==> config.mk <==
export PLATFORM = sky130hd
export DESIGN_NAME = two_stack_text_buffer_unit
export DESIGN_NICKNAME = d
export VERILOG_FILES = /design/src/sv/tsb_pkg.sv /design/src/sv/tsb_ram.sv /design/src/sv/tsb_ctrl.sv /design/src/sv/two_stack_text_buffer_unit.sv
export SDC_FILE = /design/constraint.sdc
export NUM_CORES = 2
export LEC_CHECK = 0
export ABC_AREA = 1
export BUFFER_PORTS_ARGS = -buffer_cell sky130_fd_sc_hd__buf_2
export CAP_MARGIN = 30
export CORE_UTILIZATION = 57
export CTS_CLUSTER_DIAMETER = 80
export DETAILED_ROUTE_END_ITERATION = 16
export GPL_TIMING_DRIVEN = 0
export PLACE_DENSITY = 0.76
export SLEW_MARGIN = 20
export SYNTH_ARGS = -nofsm -noshare
export SYNTH_HDL_FRONTEND = slang
export SYNTH_SLANG_ARGS = --single-unit
==> constraint.sdc <==
create_clock -name aclk -period 8.5 [get_ports aclk]
set_input_delay 1.275 -clock aclk [delete_from_list [all_inputs] [get_ports aclk]]
set_output_delay 1.275 -clock aclk [all_outputs]
set_load 0.1 [all_outputs]
==> src/sv/tsb_pkg.sv <==
// package for the two-stack text buffer: sizes, command and status codes,
// controller states and the memory port and result structs
// no dependencies
`timescale 1ns / 1ps

package tsb_pkg;

    // text capacity in bytes, split between the two stacks
    localparam int DEPTH  = 128;
    localparam int ADDR_W = $clog2(DEPTH);
    localparam int CNT_W  = $clog2(DEPTH + 1);
    // width that holds a count and an 8-bit position with room for a borrow
    localparam int WIDE_W = ((CNT_W > 8) ? CNT_W : 8) + 1;

    localparam int CHAR_W = 8;
    localparam int FLD_W  = 8;

    typedef enum logic [2:0] {
        CMD_INSERT    = 3'd0,
        CMD_DELETE    = 3'd1,
        CMD_BACKSPACE = 3'd2,
        CMD_MOVE      = 3'd3,
        CMD_REPLACE   = 3'd4
    } cmd_t;

    typedef enum logic [1:0] {
        ST_OK    = 2'd0,
        ST_EMPTY = 2'd1,
        ST_RANGE = 2'd2,
        ST_FULL  = 2'd3
    } status_t;

    typedef enum logic [2:0] {
        S_IDLE,
        S_SHIFT,
        S_SCAN,
        S_TOPRD,
        S_EMIT
    } state_t;

    // one port set of a stack memory
    typedef struct packed {
        logic              we;
        logic [ADDR_W-1:0] waddr;
        logic [CHAR_W-1:0] wdata;
        logic              re;
        logic [ADDR_W-1:0] raddr;
    } mem_req_t;

    // result of one command, tops come from the memory read data
    typedef struct packed {
        status_t          status;
        logic [CNT_W-1:0] left_count;
        logic [CNT_W-1:0] right_count;
    } res_t;

endpackage

==> src/sv/tsb_ram.sv <==
// generic simple dual-port ram: one write port, one registered read port
// no dependencies
`timescale 1ns / 1ps

module tsb_ram #(
    parameter int DATA_W = 8,
    parameter int ADDR_W = 7
) (
    input  logic              aclk,
    input  logic              we,
    input  logic [ADDR_W-1:0] waddr,
    input  logic [DATA_W-1:0] wdata,
    input  logic              re,
    input  logic [ADDR_W-1:0] raddr,
    output logic [DATA_W-1:0] rdata
);

    localparam int WORDS = 1 << ADDR_W;

    logic [DATA_W-1:0] mem [WORDS];
    logic [DATA_W-1:0] rdata_reg;

    // write port
    always_ff @(posedge aclk) begin
        if (we) begin
            mem[waddr] <= wdata;
        end
    end

    // read port, data holds until the next read
    always_ff @(posedge aclk) begin
        if (re) begin
            rdata_reg <= mem[raddr];
        end
    end

    assign rdata = rdata_reg;

endmodule

==> src/sv/tsb_ctrl.sv <==
// command sequencer: decodes a command, walks the stack memories for cursor
// moves and replace, then reads both tops; uses tsb_pkg
`timescale 1ns / 1ps

module tsb_ctrl (
    input  logic                     aclk,
    input  logic                     aresetn,
    input  logic                     cmd_valid,
    output logic                     cmd_ready,
    input  logic [2:0]               command,
    input  logic [tsb_pkg::CHAR_W-1:0] char_value,
    input  logic [tsb_pkg::FLD_W-1:0]  position,
    input  logic [tsb_pkg::CHAR_W-1:0] replace_char,
    input  logic [tsb_pkg::CHAR_W-1:0] left_rdata,
    input  logic [tsb_pkg::CHAR_W-1:0] right_rdata,
    output tsb_pkg::mem_req_t        left_req,
    output tsb_pkg::mem_req_t        right_req,
    output logic                     res_valid,
    input  logic                     res_ready,
    output tsb_pkg::res_t            res
);

    import tsb_pkg::*;

    state_t             state_reg, state_next;
    logic [CNT_W-1:0]   l_reg, l_next;
    logic [CNT_W-1:0]   r_reg, r_next;
    logic [CNT_W-1:0]   cnt_reg, cnt_next;
    logic [CNT_W-1:0]   rp_reg, rp_next;
    logic [CNT_W-1:0]   lim_reg, lim_next;
    logic [ADDR_W-1:0]  wp_reg, wp_next;
    logic               pend_reg, pend_next;
    logic               shl_reg, shl_next;
    logic [CHAR_W-1:0]  ch_reg, ch_next;
    logic [CHAR_W-1:0]  rep_reg, rep_next;
    status_t            status_reg, status_next;

    logic [WIDE_W-1:0]  pos_w, l_w, r_w;

    assign pos_w = WIDE_W'(position);
    assign l_w   = WIDE_W'(l_reg);
    assign r_w   = WIDE_W'(r_reg);

    // control state
    always_ff @(posedge aclk) begin
        if (!aresetn) begin
            state_reg <= S_IDLE;
            l_reg     <= '0;
            r_reg     <= '0;
            pend_reg  <= 1'b0;
        end else begin
            state_reg <= state_next;
            l_reg     <= l_next;
            r_reg     <= r_next;
            pend_reg  <= pend_next;
        end
    end

    // working registers of the current command
    always_ff @(posedge aclk) begin
        cnt_reg    <= cnt_next;
        rp_reg     <= rp_next;
        lim_reg    <= lim_next;
        wp_reg     <= wp_next;
        shl_reg    <= shl_next;
        ch_reg     <= ch_next;
        rep_reg    <= rep_next;
        status_reg <= status_next;
    end

    // next state, memory requests and handshakes
    always_comb begin
        state_next  = state_reg;
        l_next      = l_reg;
        r_next      = r_reg;
        cnt_next    = cnt_reg;
        rp_next     = rp_reg;
        lim_next    = lim_reg;
        wp_next     = wp_reg;
        pend_next   = pend_reg;
        shl_next    = shl_reg;
        ch_next     = ch_reg;
        rep_next    = rep_reg;
        status_next = status_reg;
        left_req    = '0;
        right_req   = '0;
        cmd_ready   = 1'b0;
        res_valid   = 1'b0;

        unique case (state_reg)
            S_IDLE: begin
                cmd_ready = 1'b1;
                if (cmd_valid) begin
                    ch_next     = char_value;
                    rep_next    = replace_char;
                    status_next = ST_OK;
                    pend_next   = 1'b0;
                    state_next  = S_TOPRD;
                    unique case (command)
                        CMD_INSERT: begin
                            if ((l_w + r_w) >= WIDE_W'(DEPTH)) begin
                                status_next = ST_FULL;
                            end else begin
                                left_req.we    = 1'b1;
                                left_req.waddr = l_reg[ADDR_W-1:0];
                                left_req.wdata = char_value;
                                l_next         = l_reg + 1'b1;
                            end
                        end
                        CMD_DELETE: begin
                            if (r_reg == '0) begin
                                status_next = ST_EMPTY;
                            end else begin
                                r_next = r_reg - 1'b1;
                            end
                        end
                        CMD_BACKSPACE: begin
                            if (l_reg == '0) begin
                                status_next = ST_EMPTY;
                            end else begin
                                l_next = l_reg - 1'b1;
                            end
                        end
                        CMD_MOVE: begin
                            if (pos_w < l_w) begin
                                // cursor goes left: left stack feeds right stack
                                cnt_next   = CNT_W'(l_w - pos_w);
                                shl_next   = 1'b1;
                                rp_next    = l_reg - 1'b1;
                                state_next = S_SHIFT;
                            end else if ((pos_w - l_w) > r_w) begin
                                status_next = ST_RANGE;
                            end else begin
                                cnt_next   = CNT_W'(pos_w - l_w);
                                shl_next   = 1'b0;
                                rp_next    = r_reg - 1'b1;
                                state_next = S_SHIFT;
                            end
                        end
                        CMD_REPLACE: begin
                            rp_next    = '0;
                            lim_next   = (l_reg > r_reg) ? l_reg : r_reg;
                            state_next = S_SCAN;
                        end
                        default: begin
                        end
                    endcase
                end
            end

            S_SHIFT: begin
                // finish the byte read last cycle
                if (pend_reg) begin
                    if (shl_reg) begin
                        right_req.we    = 1'b1;
                        right_req.waddr = r_reg[ADDR_W-1:0];
                        right_req.wdata = left_rdata;
                        l_next          = l_reg - 1'b1;
                        r_next          = r_reg + 1'b1;
                    end else begin
                        left_req.we    = 1'b1;
                        left_req.waddr = l_reg[ADDR_W-1:0];
                        left_req.wdata = right_rdata;
                        r_next         = r_reg - 1'b1;
                        l_next         = l_reg + 1'b1;
                    end
                end
                // fetch the next byte from the source stack
                if (cnt_reg != '0) begin
                    if (shl_reg) begin
                        left_req.re    = 1'b1;
                        left_req.raddr = rp_reg[ADDR_W-1:0];
                    end else begin
                        right_req.re    = 1'b1;
                        right_req.raddr = rp_reg[ADDR_W-1:0];
                    end
                    rp_next   = rp_reg - 1'b1;
                    cnt_next  = cnt_reg - 1'b1;
                    pend_next = 1'b1;
                end else begin
                    pend_next  = 1'b0;
                    state_next = S_TOPRD;
                end
            end

            S_SCAN: begin
                // write back matches of the entry read last cycle
                if (pend_reg) begin
                    if (left_rdata == ch_reg) begin
                        left_req.we    = 1'b1;
                        left_req.waddr = wp_reg;
                        left_req.wdata = rep_reg;
                    end
                    if (right_rdata == ch_reg) begin
                        right_req.we    = 1'b1;
                        right_req.waddr = wp_reg;
                        right_req.wdata = rep_reg;
                    end
                end
                // read the next entry of both stacks
                if (rp_reg < lim_reg) begin
                    left_req.re     = 1'b1;
                    left_req.raddr  = rp_reg[ADDR_W-1:0];
                    right_req.re    = 1'b1;
                    right_req.raddr = rp_reg[ADDR_W-1:0];
                    wp_next         = rp_reg[ADDR_W-1:0];
                    rp_next         = rp_reg + 1'b1;
                    pend_next       = 1'b1;
                end else begin
                    pend_next  = 1'b0;
                    state_next = S_TOPRD;
                end
            end

            S_TOPRD: begin
                left_req.re     = 1'b1;
                left_req.raddr  = ADDR_W'(l_reg - 1'b1);
                right_req.re    = 1'b1;
                right_req.raddr = ADDR_W'(r_reg - 1'b1);
                state_next      = S_EMIT;
            end

            S_EMIT: begin
                res_valid = 1'b1;
                if (res_ready) begin
                    state_next = S_IDLE;
                end
            end

            default: begin
                state_next = S_IDLE;
            end
        endcase
    end

    assign res.status      = status_reg;
    assign res.left_count  = l_reg;
    assign res.right_count = r_reg;

endmodule

==> src/sv/two_stack_text_buffer_unit.sv <==
// Two-stack (gap buffer) text store.
// Input stream s_*: one editing command per transfer (insert, delete right,
// backspace, move cursor, replace all). Output stream m_*: one result per
// command with status, both stack counts and both top bytes.
// Each command ends with a read of both tops (S_TOPRD) and the hand-off of
// its result to the output register (S_EMIT), which raises m_tvalid.
// Before that, insert, delete, backspace, bad codes and rejected moves
// need no steps; move by k places moves k bytes between stacks, one byte
// per cycle; replace all reads max(left_count, right_count) entries of
// each stack, one per cycle, and writes the matches back.
// The block takes one command at a time; s_tready rises again the cycle
// after the result is loaded into the output register, so a new command can
// be taken while that result still waits for m_tready.
// A stalled receiver holds m_tdata and m_tvalid; a finished command then
// waits until the output register is free.
// Reset (aresetn low, synchronous) empties both stacks; the memories need
// no clearing pass because no unwritten entry is ever used.
// uses tsb_pkg, tsb_ctrl and tsb_ram
`timescale 1ns / 1ps

module two_stack_text_buffer_unit (
    input  logic        aclk,
    input  logic        aresetn,
    input  logic        s_tvalid,
    output logic        s_tready,
    // command[2:0], char_value[10:3], position[18:11], replace_char[26:19]
    input  logic [31:0] s_tdata,
    output logic        m_tvalid,
    input  logic        m_tready,
    // status[1:0], left_count[9:2], right_count[17:10], left_top[25:18],
    // right_top[33:26]
    output logic [39:0] m_tdata
);

    import tsb_pkg::*;

    mem_req_t          left_req, right_req;
    logic [CHAR_W-1:0] left_rdata, right_rdata;
    logic              res_valid, res_ready;
    res_t              res;

    logic              m_valid_reg, m_valid_next;
    logic [1:0]        status_reg;
    logic [FLD_W-1:0]  lcount_reg, rcount_reg;
    logic [CHAR_W-1:0] ltop_reg, rtop_reg;

    // command sequencer
    tsb_ctrl u_ctrl (
        .aclk        (aclk),
        .aresetn     (aresetn),
        .cmd_valid   (s_tvalid),
        .cmd_ready   (s_tready),
        .command     (s_tdata[2:0]),
        .char_value  (s_tdata[10:3]),
        .position    (s_tdata[18:11]),
        .replace_char(s_tdata[26:19]),
        .left_rdata  (left_rdata),
        .right_rdata (right_rdata),
        .left_req    (left_req),
        .right_req   (right_req),
        .res_valid   (res_valid),
        .res_ready   (res_ready),
        .res         (res)
    );

    // left stack memory
    tsb_ram #(
        .DATA_W(CHAR_W),
        .ADDR_W(ADDR_W)
    ) u_left_ram (
        .aclk (aclk),
        .we   (left_req.we),
        .waddr(left_req.waddr),
        .wdata(left_req.wdata),
        .re   (left_req.re),
        .raddr(left_req.raddr),
        .rdata(left_rdata)
    );

    // right stack memory
    tsb_ram #(
        .DATA_W(CHAR_W),
        .ADDR_W(ADDR_W)
    ) u_right_ram (
        .aclk (aclk),
        .we   (right_req.we),
        .waddr(right_req.waddr),
        .wdata(right_req.wdata),
        .re   (right_req.re),
        .raddr(right_req.raddr),
        .rdata(right_rdata)
    );

    // output register takes a result when empty or being drained
    assign res_ready = !m_valid_reg || m_tready;

    always_comb begin
        m_valid_next = m_valid_reg;
        if (res_valid && res_ready) begin
            m_valid_next = 1'b1;
        end else if (m_tready) begin
            m_valid_next = 1'b0;
        end
    end

    always_ff @(posedge aclk) begin
        if (!aresetn) begin
            m_valid_reg <= 1'b0;
        end else begin
            m_valid_reg <= m_valid_next;
        end
    end

    // result payload, empty sides read as zero
    always_ff @(posedge aclk) begin
        if (res_valid && res_ready) begin
            status_reg <= res.status;
            lcount_reg <= FLD_W'(res.left_count);
            rcount_reg <= FLD_W'(res.right_count);
            ltop_reg   <= (res.left_count != '0) ? left_rdata : '0;
            rtop_reg   <= (res.right_count != '0) ? right_rdata : '0;
        end
    end

    assign m_tvalid = m_valid_reg;
    assign m_tdata  = {6'b0, rtop_reg, ltop_reg, rcount_reg, lcount_reg, status_reg};

`ifndef SYNTHESIS
    // one command at a time: ready drops after a transfer
    assert property (@(posedge aclk) disable iff (!aresetn)
        (s_tvalid && s_tready) |=> !s_tready)
        else $error("command taken while another is in progress");

    // text never exceeds capacity
    assert property (@(posedge aclk) disable iff (!aresetn)
        m_tvalid |-> (({1'b0, m_tdata[9:2]} + {1'b0, m_tdata[17:10]}) <= 9'(DEPTH)))
        else $error("stack counts exceed capacity");

    // full status only when the text fills the buffer
    assert property (@(posedge aclk) disable iff (!aresetn)
        (m_tvalid && (m_tdata[1:0] == ST_FULL)) |->
            (({1'b0, m_tdata[9:2]} + {1'b0, m_tdata[17:10]}) == 9'(DEPTH)))
        else $error("full status with room left");

    // an empty side reports a zero top byte
    assert property (@(posedge aclk) disable iff (!aresetn)
        (m_tvalid && (m_tdata[9:2] == 8'd0)) |-> (m_tdata[25:18] == 8'd0))
        else $error("left top nonzero on empty left stack");
`endif

endmodule
==> qor.yml <==
ctsHoldBuffers: 0
via_per_inst: 6.216
nFillCells: 12822
dp_cells: 11635
critical_path_arrival_ns: 7.31
ys_seq_area_share_pct: 65.78
tightest_slew_ns: 1.276
dp_worst_setup_slack_ns: 2.016
multi_input_area_mm2: 0.02650
fp.dieW_um: 418.1
grt_pass1_vias: 70049
cts_setup_buffers: 0
use_met3_pct: 10.99
drv_cap: 0
status: "completed"
grt_util_met2_pct: 56.61
io_buffers: 66
cts-root-buf: "clkbuf_16"
drt_iter0_drc: 12813
grt_max_degree: 34
drc: 0
vdd_drop_max_mv: 0.1851
crit_buf_inv: 4
start_util_pct: 57.47
synth_edf_count: 2148
max-slew-margin-rel_pct: 14.64
numCtsBuffers: 213
regToRegSetupSlack_ns: 1.68
worstPathMaxFanout: 10
p_per_area_mw_per_mm2: 329.1
cp_data_required_time_ns: 8.99
ant_nets: 0
syn_inst: 9123
cts.sinks: 2169
final_max_slew_viol_count: 0
worst_slack_ns: 1.676
fin_nets: 9669
clkLatencyLatePin_ns: 0.90
coreArea_mm2: 0.1717
clk_path_buf_depth: 3
path_cells: "inv_1 > ha_1 > inv_1 > a21oi_1 > nor3_1 > a31oi_1 > nor4_1 > nand4_2 > nand2_2 > nand2_1 > o21ai_1 > nand2_1 > inv_1 > nand2_1 > clkbuf_1 > nor2_1"
ff_latch_area_mm2: 0.06492
gp_congestion: 0.9995
hpwl_mm: 247.7
area_growth_pct: 13.39
layout_min_cycle_time_ns: 6.824
place_area_mm2: 0.1051
top_regs: "u_left_ram.mem (1024), u_right_ram.mem (1024)"
skew_ns: 0.03497
endpoint_kind: "flip-flop"
fin_util_pct: 65.16
rsz0062_at_grt: "false"
routedWlPerCell_um: 28.33
grt_busiest_layer: "met2"
yosys_most_used_dff: "edfxtp_1"
h-tree-depth: 4
synth_area_per_cell_um2: 10.82
grt_usage_pct: 38.73
post_cts_resize_count: 0
vias: 75018
synth.cell_area_mm2: 0.09869
antenna_found_initial: 13
cpMaxStageDelayCell: "nor2_1"
grt_pass1_wl_mm: 481.5
yosys_register_bits: 2169
worstSetupPathType: "flip-flop to flip-flop"
hold-worst-slack_ns: 0.4300
p_leak_nw: 43.37
ys_types: 56
finalCritPeriodShare_pct: 80.29
totalWireLength_mm: 341.9
synthArstFlopShare_pct: 0
num_io_pins: 78
die_area_mm2: 0.1748
critPathLaunchType: "flip-flop"
final_area_mm2: 0.1119
final-setup-viol-count: 0
fin_cells: 12068
grt_overflow_total: 0
slowest_delay_ns: 0.94
drive_above_1_share_pct: 8.524
fmax_ghz: 0.1465
hold_viol: 0
path_delay_family: "simple AND/OR/NAND/NOR gates"
clkTransAtPathRegs_ns: 0.06
cts_tree: "yes"
yosys_warnings: 0
met1_usage_pct: 52.65
die_y_um: 418.1
hold_class: "flip-flop to flip-flop"
std_cell_rows: 152
first_pass_iters: 10
==> metrics by stage <==
step	TNS [ns]	total power, W
6_report	0	0.03683
5_1_grt	0	0.03773
4_1_cts	0	0.03594
3_5_place_dp	0	0.02709
3_3_place_gp	-	0.02678
2_1_floorplan	-400.39	0.02076
==> synth_stat cells, drive strengths merged, types with 2 or more instances <==
| cell type | count | area, µm² |
|---|---|---|
| a21oi | 51 | 255.2 |
| nor3b | 2 | 15.01 |
| dfxtp | 21 | 420.4 |
| and2 | 2 | 12.51 |
| or2 | 3 | 18.77 |
| ha | 58 | 725.7 |
| buf | 343 | 1649 |
| a32o | 5 | 50.05 |
| nor4 | 4 | 40.04 |
| nand4 | 8 | 56.30 |
| a211oi | 11 | 82.58 |
| o21a | 3 | 22.52 |
| nand3b | 833 | 6254 |
| xor2 | 36 | 315.3 |
| nand2 | 1431 | 5416 |
| xnor2 | 6 | 52.55 |
| clkinv | 3 | 11.26 |
| inv | 1326 | 4980 |
| clkbuf | 229 | 859.6 |
| o21bai | 2 | 15.01 |
| nand3 | 2066 | 10430 |
| o211ai | 19 | 142.6 |
| a31oi | 10 | 75.07 |
| nor3 | 20 | 121.4 |
| o22ai | 5 | 31.28 |
| a21boi | 2 | 15.01 |
| a22oi | 9 | 67.56 |
| nor2 | 369 | 1425 |
| o21ai | 88 | 500.5 |
| edfxtp | 2148 | 64500 |
| fa | 4 | 80.08 |
==> layer usage <==
metal,routed length (µm),share of wire (%)
met5,60,0.018
met4,20240,5.9
met3,50720,15
met2,146800,43
met1,124100,36
==> final timing paths <==
| path | cells after the start | to | from |
|---|---|---|---|
| worst max-delay path | 16 | u_left_ram.mem[38][2] | u_ctrl.r_reg[1] |
| worst min-delay path | 0 | status_reg[1] | u_ctrl.status_reg[1] |
| worst max register to register | 16 | u_left_ram.mem[38][2] | u_ctrl.r_reg[1] |
| worst min register to register | 0 | status_reg[1] | u_ctrl.status_reg[1] |
==> power breakdown <==
part,leakage [nW],total (W),switching (W),internal (W)
clock,3.17,0.00905,0.00417,0.00488
sequential,18.7,0.0124,0.000263,0.0122
combinational,21.5,0.0154,0.0116,0.00379
==> cells by family after synthesis <==
| group | count (synthesis) | synth area share [%] |
|---|---|---|
| adder cells (fa/ha/maj) | 62 | 0.8164 |
| buffers and inverters | 1901 | 7.599 |
| flip-flops | 2169 | 65.78 |
| AO/OA/AOI/OAI | 210 | 1.322 |
| other | 1 | 0.003800 |
| XOR/XNOR | 42 | 0.3727 |
| AND/OR/NAND/NOR | 4738 | 24.10 |
==> area by class of cell <==
cell class                      instances  share of cell area [%]
Buffer                                572                   2.246
Multi-Input combinational cell       5058                   23.68
Tap cell                             2310                   2.583
Clock inverter                        127                  0.8565
Inverter                             1329                   4.460
Sequential cell                      2169                   58.02
Antenna cell                            9                 0.02013
Timing Repair Buffer                  228                   3.194
Clock buffer                          266                   4.941
==> cells in the final DEF, fill, tap and decap left out, types with 11 or more instances in the layout <==
master	instances
edfxtp_1	2148
nand3_1	2057
nand2_1	1417
inv_1	1313
nand3b_1	833
nor2_1	362
buf_2	292
clkbuf_1	279
clkbuf_16	213
buf_1	105
buf_16	89
clkinv_1	63
o21ai_0	61
ha_1	58
a21oi_1	51
clkinv_2	37
xor2_1	36
buf_4	36
buf_6	29
dfxtp_1	21
o21ai_4	20
o211ai_1	19
nor3_1	17
buf_8	13
inv_2	12
nand2_2	12
a211oi_1	11
(Power assumes the default switching activity.)
